## src/hdl/hsfp_pkg.sv

```systemverilog
// ----------------------------------------------------------------------------
// hsfp_pkg
// shared types and constants of the heater status frame parser
// ----------------------------------------------------------------------------
`default_nettype none

package hsfp_pkg;

  // frame layout
  localparam int unsigned FrameLen = 13;
  localparam int unsigned PosW     = 4;

  localparam logic [PosW-1:0] POS_HDR0     = 4'd0;
  localparam logic [PosW-1:0] POS_HDR1     = 4'd1;
  localparam logic [PosW-1:0] POS_HDR2     = 4'd2;
  localparam logic [PosW-1:0] POS_MODE     = 4'd3;
  localparam logic [PosW-1:0] POS_ERROR    = 4'd4;
  localparam logic [PosW-1:0] POS_INLET_H  = 4'd5;
  localparam logic [PosW-1:0] POS_INLET_L  = 4'd6;
  localparam logic [PosW-1:0] POS_OUTLET_H = 4'd7;
  localparam logic [PosW-1:0] POS_OUTLET_L = 4'd8;
  localparam logic [PosW-1:0] POS_FLOW_H   = 4'd9;
  localparam logic [PosW-1:0] POS_FLOW_L   = 4'd10;
  localparam logic [PosW-1:0] POS_CHECKSUM = 4'd11;
  localparam logic [PosW-1:0] POS_TAIL     = 4'd12;

  localparam logic [7:0] HDR0_BYTE = 8'h32;
  localparam logic [7:0] HDR1_BYTE = 8'h0F;
  localparam logic [7:0] HDR2_BYTE = 8'h01;
  localparam logic [7:0] TAIL_BYTE = 8'h34;

  // divide by ten: floor(x * 52429 / 2^19) is exact for every 16-bit x
  localparam logic [15:0] DIV10_MUL   = 16'd52429;
  localparam int unsigned DIV10_SHIFT = 19;
  localparam int unsigned TempW       = 13;

  // raw frame record, front to back
  typedef struct packed {
    logic        ok;
    logic [7:0]  mode;
    logic [7:0]  error;
    logic [15:0] inlet_raw;
    logic [15:0] outlet_raw;
    logic [15:0] flow;
  } frame_rec_t;

  // finished result
  typedef struct packed {
    logic             ok;
    logic [7:0]       mode;
    logic [7:0]       error;
    logic [TempW-1:0] inlet;
    logic [TempW-1:0] outlet;
    logic [15:0]      flow;
  } result_t;

endpackage

`default_nettype wire

```

## src/hdl/hsfp_front.sv

```systemverilog
// ----------------------------------------------------------------------------
// hsfp_front
// counts bytes into a frame, captures fields and checks header, checksum, tail
// ----------------------------------------------------------------------------
`default_nettype none

module hsfp_front (
  input  wire logic               clk_i,
  input  wire logic               rst_ni,
  input  wire logic               accept_i,
  input  wire logic [7:0]         rx_byte_i,
  input  wire logic               frame_start_i,
  output hsfp_pkg::frame_rec_t    rec_o,
  output logic                    rec_valid_o
);
  import hsfp_pkg::*;

  logic [PosW-1:0] pos_q, pos_d, pos;
  logic [7:0]      xor_q, xor_d;
  logic            hdr_q, hdr_d;
  logic [7:0]      mode_q, mode_d;
  logic [7:0]      err_q, err_d;
  logic [15:0]     inlet_q, inlet_d;
  logic [15:0]     outlet_q, outlet_d;
  logic [15:0]     flow_q, flow_d;
  logic [7:0]      csum_q, csum_d;
  logic            ok;

  always_comb begin
    // out-of-range count treated as frame start
    if (frame_start_i || (pos_q > POS_TAIL)) begin
      pos = POS_HDR0;
    end else begin
      pos = pos_q;
    end
  end

  always_comb begin
    pos_d    = pos_q;
    xor_d    = xor_q;
    hdr_d    = hdr_q;
    mode_d   = mode_q;
    err_d    = err_q;
    inlet_d  = inlet_q;
    outlet_d = outlet_q;
    flow_d   = flow_q;
    csum_d   = csum_q;
    if (accept_i) begin
      pos_d = (pos == POS_TAIL) ? POS_HDR0 : pos + 4'd1;
      if ((pos >= POS_HDR1) && (pos <= POS_FLOW_L)) begin
        xor_d = xor_q ^ rx_byte_i;
      end
      case (pos)
        POS_HDR0: begin
          xor_d = 8'h00;
          hdr_d = (rx_byte_i == HDR0_BYTE);
        end
        POS_HDR1:     hdr_d = hdr_q & (rx_byte_i == HDR1_BYTE);
        POS_HDR2:     hdr_d = hdr_q & (rx_byte_i == HDR2_BYTE);
        POS_MODE:     mode_d = rx_byte_i;
        POS_ERROR:    err_d = rx_byte_i;
        POS_INLET_H:  inlet_d[15:8] = rx_byte_i;
        POS_INLET_L:  inlet_d[7:0] = rx_byte_i;
        POS_OUTLET_H: outlet_d[15:8] = rx_byte_i;
        POS_OUTLET_L: outlet_d[7:0] = rx_byte_i;
        POS_FLOW_H:   flow_d[15:8] = rx_byte_i;
        POS_FLOW_L:   flow_d[7:0] = rx_byte_i;
        POS_CHECKSUM: csum_d = rx_byte_i;
        default: ;
      endcase
    end
  end

  assign ok          = hdr_q && (csum_q == xor_q) && (rx_byte_i == TAIL_BYTE);
  assign rec_valid_o = accept_i && (pos == POS_TAIL);

  // bad frames carry zero fields
  always_comb begin
    rec_o            = '0;
    rec_o.ok         = ok;
    if (ok) begin
      rec_o.mode       = mode_q;
      rec_o.error      = err_q;
      rec_o.inlet_raw  = inlet_q;
      rec_o.outlet_raw = outlet_q;
      rec_o.flow       = flow_q;
    end
  end

  always_ff @(posedge clk_i or negedge rst_ni) begin
    if (!rst_ni) begin
      pos_q    <= '0;
      xor_q    <= '0;
      hdr_q    <= 1'b0;
      mode_q   <= '0;
      err_q    <= '0;
      inlet_q  <= '0;
      outlet_q <= '0;
      flow_q   <= '0;
      csum_q   <= '0;
    end else begin
      pos_q    <= pos_d;
      xor_q    <= xor_d;
      hdr_q    <= hdr_d;
      mode_q   <= mode_d;
      err_q    <= err_d;
      inlet_q  <= inlet_d;
      outlet_q <= outlet_d;
      flow_q   <= flow_d;
      csum_q   <= csum_d;
    end
  end

endmodule

`default_nettype wire

```

## src/hdl/hsfp_queue.sv

```systemverilog
// ----------------------------------------------------------------------------
// hsfp_queue
// two-entry queue of frame records between front and back
// ----------------------------------------------------------------------------
`default_nettype none

module hsfp_queue (
  input  wire logic                 clk_i,
  input  wire logic                 rst_ni,
  input  wire logic                 wr_i,
  input  wire hsfp_pkg::frame_rec_t wr_data_i,
  output logic                      full_o,
  input  wire logic                 rd_i,
  output hsfp_pkg::frame_rec_t      rd_data_o,
  output logic                      empty_o
);
  import hsfp_pkg::*;

  frame_rec_t mem_q [2];
  logic       wr_ptr_q, rd_ptr_q;
  logic [1:0] cnt_q, cnt_d;
  logic       do_wr, do_rd;

  assign full_o    = (cnt_q == 2'd2);
  assign empty_o   = (cnt_q == 2'd0);
  assign do_wr     = wr_i && !full_o;
  assign do_rd     = rd_i && !empty_o;
  assign rd_data_o = mem_q[rd_ptr_q];

  always_comb begin
    cnt_d = cnt_q;
    case ({do_wr, do_rd})
      2'b10:   cnt_d = cnt_q + 2'd1;
      2'b01:   cnt_d = cnt_q - 2'd1;
      default: cnt_d = cnt_q;
    endcase
  end

  always_ff @(posedge clk_i) begin
    if (do_wr) begin
      mem_q[wr_ptr_q] <= wr_data_i;
    end
  end

  always_ff @(posedge clk_i or negedge rst_ni) begin
    if (!rst_ni) begin
      wr_ptr_q <= 1'b0;
      rd_ptr_q <= 1'b0;
      cnt_q    <= '0;
    end else begin
      if (do_wr) wr_ptr_q <= ~wr_ptr_q;
      if (do_rd) rd_ptr_q <= ~rd_ptr_q;
      cnt_q <= cnt_d;
    end
  end

endmodule

`default_nettype wire

```

## src/hdl/hsfp_back.sv

```systemverilog
// ----------------------------------------------------------------------------
// hsfp_back
// scales temperatures by one tenth and buffers finished results
// ----------------------------------------------------------------------------
`default_nettype none

module hsfp_back (
  input  wire logic                 clk_i,
  input  wire logic                 rst_ni,
  input  wire hsfp_pkg::frame_rec_t rec_i,
  input  wire logic                 rec_empty_i,
  output logic                      rec_pop_o,
  output hsfp_pkg::result_t         res_o,
  output logic                      empty_o,
  input  wire logic                 pop_i
);
  import hsfp_pkg::*;

  result_t     buf_q [2];
  logic        wr_ptr_q, rd_ptr_q;
  logic [1:0]  cnt_q, cnt_d;
  logic        do_rd;
  logic [31:0] inlet_prod, outlet_prod;
  result_t     res_new;

  assign empty_o = (cnt_q == 2'd0);
  assign do_rd   = pop_i && !empty_o;
  assign res_o   = buf_q[rd_ptr_q];

  // take a record when a slot is free or one leaves this cycle
  assign rec_pop_o = !rec_empty_i && ((cnt_q != 2'd2) || do_rd);

  assign inlet_prod  = rec_i.inlet_raw * DIV10_MUL;
  assign outlet_prod = rec_i.outlet_raw * DIV10_MUL;

  always_comb begin
    res_new.ok     = rec_i.ok;
    res_new.mode   = rec_i.mode;
    res_new.error  = rec_i.error;
    res_new.inlet  = inlet_prod[DIV10_SHIFT +: TempW];
    res_new.outlet = outlet_prod[DIV10_SHIFT +: TempW];
    res_new.flow   = rec_i.flow;
  end

  always_comb begin
    case ({rec_pop_o, do_rd})
      2'b10:   cnt_d = cnt_q + 2'd1;
      2'b01:   cnt_d = cnt_q - 2'd1;
      default: cnt_d = cnt_q;
    endcase
  end

  always_ff @(posedge clk_i) begin
    if (rec_pop_o) begin
      buf_q[wr_ptr_q] <= res_new;
    end
  end

  always_ff @(posedge clk_i or negedge rst_ni) begin
    if (!rst_ni) begin
      wr_ptr_q <= 1'b0;
      rd_ptr_q <= 1'b0;
      cnt_q    <= '0;
    end else begin
      if (rec_pop_o) wr_ptr_q <= ~wr_ptr_q;
      if (do_rd)     rd_ptr_q <= ~rd_ptr_q;
      cnt_q <= cnt_d;
    end
  end

endmodule

`default_nettype wire

```

## src/hdl/heater_status_frame_parser_core.sv

```systemverilog
// ----------------------------------------------------------------------------
// heater_status_frame_parser_core
// parses 13-byte heater status frames and emits one result per frame
// ----------------------------------------------------------------------------
//
// channel   handshake          payload
// -------   ----------------   -----------------------------------------------
// bytes in  push / full        rx_byte_i, frame_start_i
// results   empty / pop        frame_ok_o, work_mode_o, error_code_o,
//                              inlet_temp_o, outlet_temp_o, flow_rate_o
//
// one byte beat per cycle while the record queue has room; once it is full
// every byte waits, not only a tail byte
// a result is registered in the record queue at the beat of the tail byte,
// then passes the divide-by-ten multiply into the result buffer
// full rises only when the two-entry record queue is full, which needs the
// result side to hold back for whole frames
// reset clears the byte count, captures and both queues; nothing to sweep
// ----------------------------------------------------------------------------
`default_nettype none

module heater_status_frame_parser_core (
  input  wire logic        clk_i,
  input  wire logic        rst_ni,
  // byte side
  input  wire logic        push,
  output logic             full,
  input  wire logic [7:0]  rx_byte_i,
  input  wire logic        frame_start_i,
  // result side
  output logic             empty,
  input  wire logic        pop,
  output logic             frame_ok_o,
  output logic [7:0]       work_mode_o,
  output logic [7:0]       error_code_o,
  output logic [12:0]      inlet_temp_o,
  output logic [12:0]      outlet_temp_o,
  output logic [15:0]      flow_rate_o
);
  import hsfp_pkg::*;

  logic       accept;
  frame_rec_t front_rec;
  logic       front_rec_valid;
  frame_rec_t q_rec;
  logic       q_full, q_empty, q_pop;
  result_t    res;

  // byte beat taken whenever the record queue has room
  assign full   = q_full;
  assign accept = push && !q_full;

  // front: byte counting, field capture, frame checks
  hsfp_front u_front (
    .clk_i         (clk_i),
    .rst_ni        (rst_ni),
    .accept_i      (accept),
    .rx_byte_i     (rx_byte_i),
    .frame_start_i (frame_start_i),
    .rec_o         (front_rec),
    .rec_valid_o   (front_rec_valid)
  );

  // decouples frame ends from the result side
  hsfp_queue u_queue (
    .clk_i     (clk_i),
    .rst_ni    (rst_ni),
    .wr_i      (front_rec_valid),
    .wr_data_i (front_rec),
    .full_o    (q_full),
    .rd_i      (q_pop),
    .rd_data_o (q_rec),
    .empty_o   (q_empty)
  );

  // back: temperature scaling and result buffer
  hsfp_back u_back (
    .clk_i       (clk_i),
    .rst_ni      (rst_ni),
    .rec_i       (q_rec),
    .rec_empty_i (q_empty),
    .rec_pop_o   (q_pop),
    .res_o       (res),
    .empty_o     (empty),
    .pop_i       (pop)
  );

  assign frame_ok_o    = res.ok;
  assign work_mode_o   = res.mode;
  assign error_code_o  = res.error;
  assign inlet_temp_o  = res.inlet;
  assign outlet_temp_o = res.outlet;
  assign flow_rate_o   = res.flow;

endmodule

`default_nettype wire

```

## config.mk

```make
export PLATFORM = sky130hd
export DESIGN_NAME = heater_status_frame_parser_core
export DESIGN_NICKNAME = d
export VERILOG_FILES = /design/src/hdl/hsfp_pkg.sv /design/src/hdl/hsfp_front.sv /design/src/hdl/hsfp_queue.sv /design/src/hdl/hsfp_back.sv /design/src/hdl/heater_status_frame_parser_core.sv
export SDC_FILE = /design/constraint.sdc
export NUM_CORES = 1
export LEC_CHECK = 0
export ABC_CLOCK_PERIOD_IN_PS = 6300
export BUFFER_PORTS_ARGS = -buffer_cell sky130_fd_sc_hd__buf_2
export CAP_MARGIN = 5
export CORE_MARGIN = 4
export CORE_UTILIZATION = 35
export DETAILED_ROUTE_END_ITERATION = 8
export HOLD_SLACK_MARGIN = 0.1
export MAX_ROUTING_LAYER = met4
export PLACE_DENSITY = 0.59
export SYNTH_ARGS = -nofsm -noshare
export SYNTH_HDL_FRONTEND = slang
export SYNTH_SLANG_ARGS = --single-unit
```

## constraint.sdc

```tcl
create_clock -name clk_i -period 6.3 [get_ports clk_i]
set_input_delay 0.315 -clock clk_i [delete_from_list [all_inputs] [get_ports clk_i]]
set_output_delay 0.315 -clock clk_i [all_outputs]
set_load 0.005 [all_outputs]
```

After elaboration in Yosys (flattened, before gate mapping)
Memory sizes are Yosys's and may differ from the RTL's.
Index checks and enable logic that the tools add are counted.
{"block": "op_classes", "n_reduce_logical": 32, "bitwise": 7, "n_addsub": 5, "multipliers": 2, "n_mux": 12, "order_cmp": 3, "eq_ne": 23}
{"cell": "16-bit by 16-bit multiplier with 32-bit output, second input constant", "count": 2}
{"cell": "64-bit 2-to-1 mux", "count": 1}
{"cell": "2-bit AND reduction", "count": 11}
{"cell": "4-bit == test, second input constant", "count": 5}
{"cell": "4-bit by 3-bit == test with 1-bit output, second input constant", "count": 4}
{"cell": "8-bit by 6-bit == test with 1-bit output, second input constant", "count": 2}
{"cell": "8-bit 2-to-1 mux", "count": 2}
{"cell": "1-bit logical AND", "count": 9}
{"cell": "4-bit by 2-bit == test with 1-bit output, second input constant", "count": 2}
{"cell": "8-bit by 1-bit == test with 1-bit output, second input constant", "count": 1}
{"cell": "8-bit by 4-bit == test with 1-bit output, second input constant", "count": 1}
{"cell": "8-bit == test", "count": 1}
{"cell": "4-bit 2-to-1 mux", "count": 2}
{"cell": "2-bit case mux with 2 select lines", "count": 2}
{"cell": "8-bit bitwise XOR", "count": 1}
{"cell": "2-bit == test, second input constant", "count": 3}
{"cell": "2-bit nonzero test", "count": 3}
{"cell": "2-bit by 1-bit adder with 2-bit output, second input constant", "count": 2}
{"cell": "4-bit by 1-bit adder with 4-bit output, second input constant", "count": 1}
{"cell": "2-bit by 1-bit == test with 1-bit output, second input constant", "count": 2}
{"cell": "4-bit by 1-bit == test with 1-bit output, second input constant", "count": 1}
{"cell": "4-bit by 1-bit >= comparator with 1-bit output, second input constant", "count": 1}
{"cell": "4-bit greater-than comparator, second input constant", "count": 1}
{"cell": "4-bit <= comparator, second input constant", "count": 1}
{"cell": "other kinds (11)", "count": 23}
{"block": "word_totals", "mem_bits_rw": 248, "inputBits": 13, "n_memories": 2, "register_bits": 93}
{"memory": "u_queue.mem_q", "words": 2, "word_bits": 65, "read_ports": 1, "rd_clocked_by_memory_dff": 0, "write_ports": 1, "line_no": "hsfp_queue.sv:19", "text": "frame_rec_t mem_q [2];"}
{"memory": "u_back.buf_q", "words": 2, "word_bits": 59, "read_ports": 1, "rd_clocked_by_memory_dff": 0, "write_ports": 1, "line_no": "hsfp_back.sv:19", "text": "result_t buf_q [2];"}

Depth between registers and ports, before layout
{"block": "logic_depth", "depth_word": 8, "ltp_mapped": 24}

Hierarchy
Synthesis repeated with hierarchy kept, for this count alone.
{"block": "unflattened", "hier_cells": 1748, "hier_area_um2": 22954.5}
{"module": "hsfp_back", "n_inst": 1, "cells_each": 1174, "area_each_um2": 13600.5}
{"module": "hsfp_queue", "n_inst": 1, "cells_each": 220, "area_each_um2": 5046.1}
{"module": "hsfp_front", "n_inst": 1, "cells_each": 353, "area_each_um2": 4294.1}
{"module": "heater_status_frame_parser_core", "n_inst": 1, "cells_each": 1, "area_each_um2": 13.8}

Least setup slack after synthesis
No wires, ideal clock.
{"block": "synth_timing", "path_type": "reg2reg", "from": "reg u_queue.rd_ptr_q", "to": "mem u_back.buf_q[0][28] (netlist name), data pin", "path_buffers": 3, "stages_incl_launch_ff": 23, "slack_ps": 99, "required_ps": 6034, "synth_period_minus_slack_ps": 6201, "arrival_time_ps": 5936, "path_cell_list": "dfrtp_1 -> buf_6 -> clkbuf_1 -> buf_1 -> mux2_2 -> ha_1 -> inv_1 -> fa_1 -> inv_1 -> fa_1 -> fa_1 -> fa_1 -> inv_1 -> fa_1 -> inv_1 -> ha_1 -> and4_1 -> and2_1 -> nand4_1 -> o21a_1 -> a32o_1 -> o221a_2 -> xnor2_2"}
{"block": "synth_between", "elab_chain_len": 2}
{"item": "start: declaration", "line_no": "hsfp_queue.sv:20", "text": "logic wr_ptr_q, rd_ptr_q;"}
{"item": "start signal: assignment", "line_no": "hsfp_queue.sv:52", "text": "if (do_rd) rd_ptr_q <= ~rd_ptr_q;"}
{"item": "memory 2 x 65 bit"}
{"item": "16-bit by 16-bit multiplier with 32-bit output", "line_no": "hsfp_back.sv:34", "text": "assign outlet_prod = rec_i.outlet_raw * DIV10_MUL;"}
{"item": "named net u_back.outlet_prod[31]", "line_no": "hsfp_back.sv:23", "text": "logic [31:0] inlet_prod, outlet_prod;"}
{"item": "end: declaration", "line_no": "hsfp_back.sv:19"}
The timed path passes the listed nets, and every way through them passes these cells.

Final worst setup path
Same ends and word-level chain as after synthesis.

==> flow_summary.ini <==
[worst_setup_path]
crit_chain = buf_12, mux2_2, ha_1, inv_1, fa_1, inv_1, fa_1, fa_1, fa_1, inv_1, fa_1, inv_1, ha_1, and4_1, and2_1, nand4_1, o21a_1, a32o_1, o221a_2, xnor2_2
path_class = reg2reg
crit_slowest_cell = fa_1
crit_start = u_queue.rd_ptr_q
cp-end-kind = flip-flop
reg2reg_depth = 20
critPathArrivalTime_ns = 6.35
critPathMostFrequentCell = fa_1
max_stage_delay_ns = 0.50
cp-endpoint = u_back.buf_q[0][28]
r2r_end = u_back.buf_q[0][28]
reg2reg_from = u_queue.rd_ptr_q
start_kind = flip-flop
crit_cells = 20
worstPathMaxFanout = 44
cp.required_ns = 6.59
r2r_slack_ns = 0.24
critical-path-top-delay-family = adder cells
path_buf_inv = 5

[finish]
nets = 2309
num-fill-cells = 6060
drive_gt1_share_pct = 19.7
area_growth_pct = 13.4
fin_util_pct = 40.3
diodes = 0

[detailed_routing]
viasPerCell = 4.78
wire_per_inst_um = 18.0
final_antenna_net_count = 0
firstDrtPassIters = 5
route.detailed.drc = 0
via_count = 13118
finalWirelength_mm = 49.4
drt_first_iter_violations = 671

[synth]
syn_avg_cell_area_sq_um = 13.0
ys_ff_latch = 341
async_flop_share_pct = 27.3
synthCells = 1738
syn_area_sq_um = 22600
synthFlopType = edfxtp_1
synthDistinctLibCells = 68
yosysWarnings = 0
syn_nets = 2177
synth_edf_count = 248
ys_seq_area_share_pct = 43.3

[outcome]
status = finished, final reports clean

[die]
fp.dieH_um = 262
start_util_pct = 35.6
die_area_sq_um = 68700
placementRows = 92
ioPinCount = 74
coreArea_sq_um = 63500
die_x_um = 262

[global_route]
antenna_found_initial = 0
gr-total-overflow = 0
grt_max_degree = 73
grt_pass1_wl_mm = 79.4
track_usage_pct = 15.3
grt_pass1_vias = 14076

[timing]
worst_pin_slew_ns = 0.968
clock_skew_ns = 0.0130
setup_viol = 0
tns_ns = 0
fin_crit_sh_pct = 96.1
slew_violations = 0
hold_viol_final = 0
period_minus_slack_ns = 6.06
max_slew_margin_pct = 35.5
fmax_ghz = 0.165

[clocking]
cts_buffers = 39
clk_pin_slew_worst_paths_ns = 0.06
post-cts-setup-buffers = 0
cts_buffer_depth = 3
cts.sinks = 341
htreeDepth = 2
cts_tree = built
cts-root-buf = clkbuf_16
worstSkewPairLatency_ns = 0.57

[placement]
dp_hpwl_mm = 37.5
port_buffers = 73
gp_congestion = 0.913

[job]
cap_viol_max_count = 0

[min_path]
hold_class = in2async
-- repair_timing --
item | CTS | global route
endpoints found under the hold margin | 23 | 0
hold buffers | 2 | 0
endpoints found under the setup margin | 0 | 19
resized for setup | 0 | 10
-- worst register-to-register path, cell delays in order (launching register included) --
cell and delay (ns):
dfrtp_2 0.41, buf_12 0.28, mux2_2 0.42, ha_1 0.30, inv_1 0.07, fa_1 0.49, inv_1 0.05, fa_1 0.50
fa_1 0.45, fa_1 0.50, inv_1 0.05, fa_1 0.48, inv_1 0.05, ha_1 0.34, and4_1 0.22, and2_1 0.17
nand4_1 0.11, o21a_1 0.20, a32o_1 0.31, o221a_2 0.27, xnor2_2 0.13
-- per-stage QoR --
stage	instances	instance area [sq um]	hold WS [ns]	setup WS, ns
after CTS	2747	25600	0.170	0.120
after detailed placement	2673	24300	0.226	0.163
after global placement	2673	24300	0.223	0.229
after global routing	2747	25600	0.192	-0.0120
after floorplan	1738	22600	0.0194	0.0988
final	2747	25600	0.187	0.244
-- registers in the layout, indices dropped and copies added (netlist names) --
signal,count
u_front.outlet_q,16
u_queue.mem_q,130
u_back.buf_q,118
u_front.mode_q,8
u_queue.rd_ptr_q,1
u_front.pos_q,4
u_front.err_q,8
u_front.flow_q,16
u_queue.cnt_q,2
u_front.xor_q,8
u_front.hdr_q,1
u_back.cnt_q,2
u_front.csum_q,8
u_back.wr_ptr_q,1
u_front.inlet_q,16
u_queue.wr_ptr_q,1
u_back.rd_ptr_q,1
-- layout make-up --
cell class	instances	area (sq um)	share of cell area, %
clock buffers	55	1060	4.12
clock inverters	17	161	0.630
inverters	267	1000	3.91
multi-input cells	1090	11700	45.8
flip-flops and latches	341	9780	38.1
well taps	846	1060	4.13
repair buffers	131	833	3.25
-- cells by family after synthesis --
kind of cell,Yosys count,synth area share (%)
XOR/XNOR,66,2.59
adder cells (fa/ha/maj),426,28.8
AND/OR/NAND/NOR,246,5.89
flip-flops,341,43.3
multiplexers,196,9.70
AO/OA/AOI/OAI,156,4.64
buffers and inverters,307,5.16
-- cells in the mapped netlist, drive strengths merged (6+ instances only) --
cell type	instances	area, sq um
a211o	6	52.6
a21o	29	218
a21oi	47	235
a31oi	9	68.8
and2	68	425
and3	7	43.8
buf	16	73.8
clkbuf	24	90.1
dfrtp	93	2330
edfxtp	248	7450
fa	156	3120
ha	270	3380
inv	267	1000
mux2	184	2070
mux2i	12	120
nand2	48	180
nand3	33	165
nand4	11	68.8
nor2	32	123
nor2b	11	68.8
nor3	10	50.1
nor3b	6	50.1
o21a	6	45.0
o21ai	29	149
xnor2	32	288
xor2	34	298
-- placed cells by master, fill, tap and decap left out, types with 4 or more instances in the layout --
master       n
ha_1       270
inv_1      267
edfxtp_1   248
mux2_2     158
fa_1       156
dfrtp_1     91
buf_2       72
and2_1      67
buf_4       55
nand2_1     48
a21oi_1     47
clkbuf_16   39
xor2_1      34
nand3_1     33
xnor2_1     31
a21o_1      29
nor2_1      29
o21ai_0     23
mux2_1      23
clkbuf_1    14
nor2b_1     11
nand4_1     11
mux2i_1     10
nor3_1       8
and3_1       7
a31oi_1      7
o21a_1       6
a211o_1      5
o21ai_1      5
nand2b_1     5
nor3b_1      5
o211ai_1     4
clkinv_2     4
clkinv_1     4
-- per-layer routing --
metal	track usage [%]	wire length (um)	up-vias	part of all wire [%]
li1	-	-	6282	-
met1	21.2	24100	6576	49
met2	23.5	22500	193	45
met3	2.35	1910	67	3.9
met4	3.88	977	0	2.0
met5	-	0	-	0
-- how the worst min path moves through the flow --
| stage | to | cells after the start | start |
|---|---|---|---|
| detailed placement | u_front.flow_q[5] | 1 | rst_ni |
| CTS | u_front.pos_q[0] | 4 | push |
| floorplan | u_back.cnt_q[0] | 0 | rst_ni |
| global route | u_front.flow_q[5] | 2 | rst_ni |
| finish | u_front.flow_q[5] | 2 | rst_ni |
| global placement | u_front.flow_q[3] | 1 | rst_ni |
Power is not shown: default switching activity piles up to over one toggle a cycle in this logic, so the estimate is an artifact.
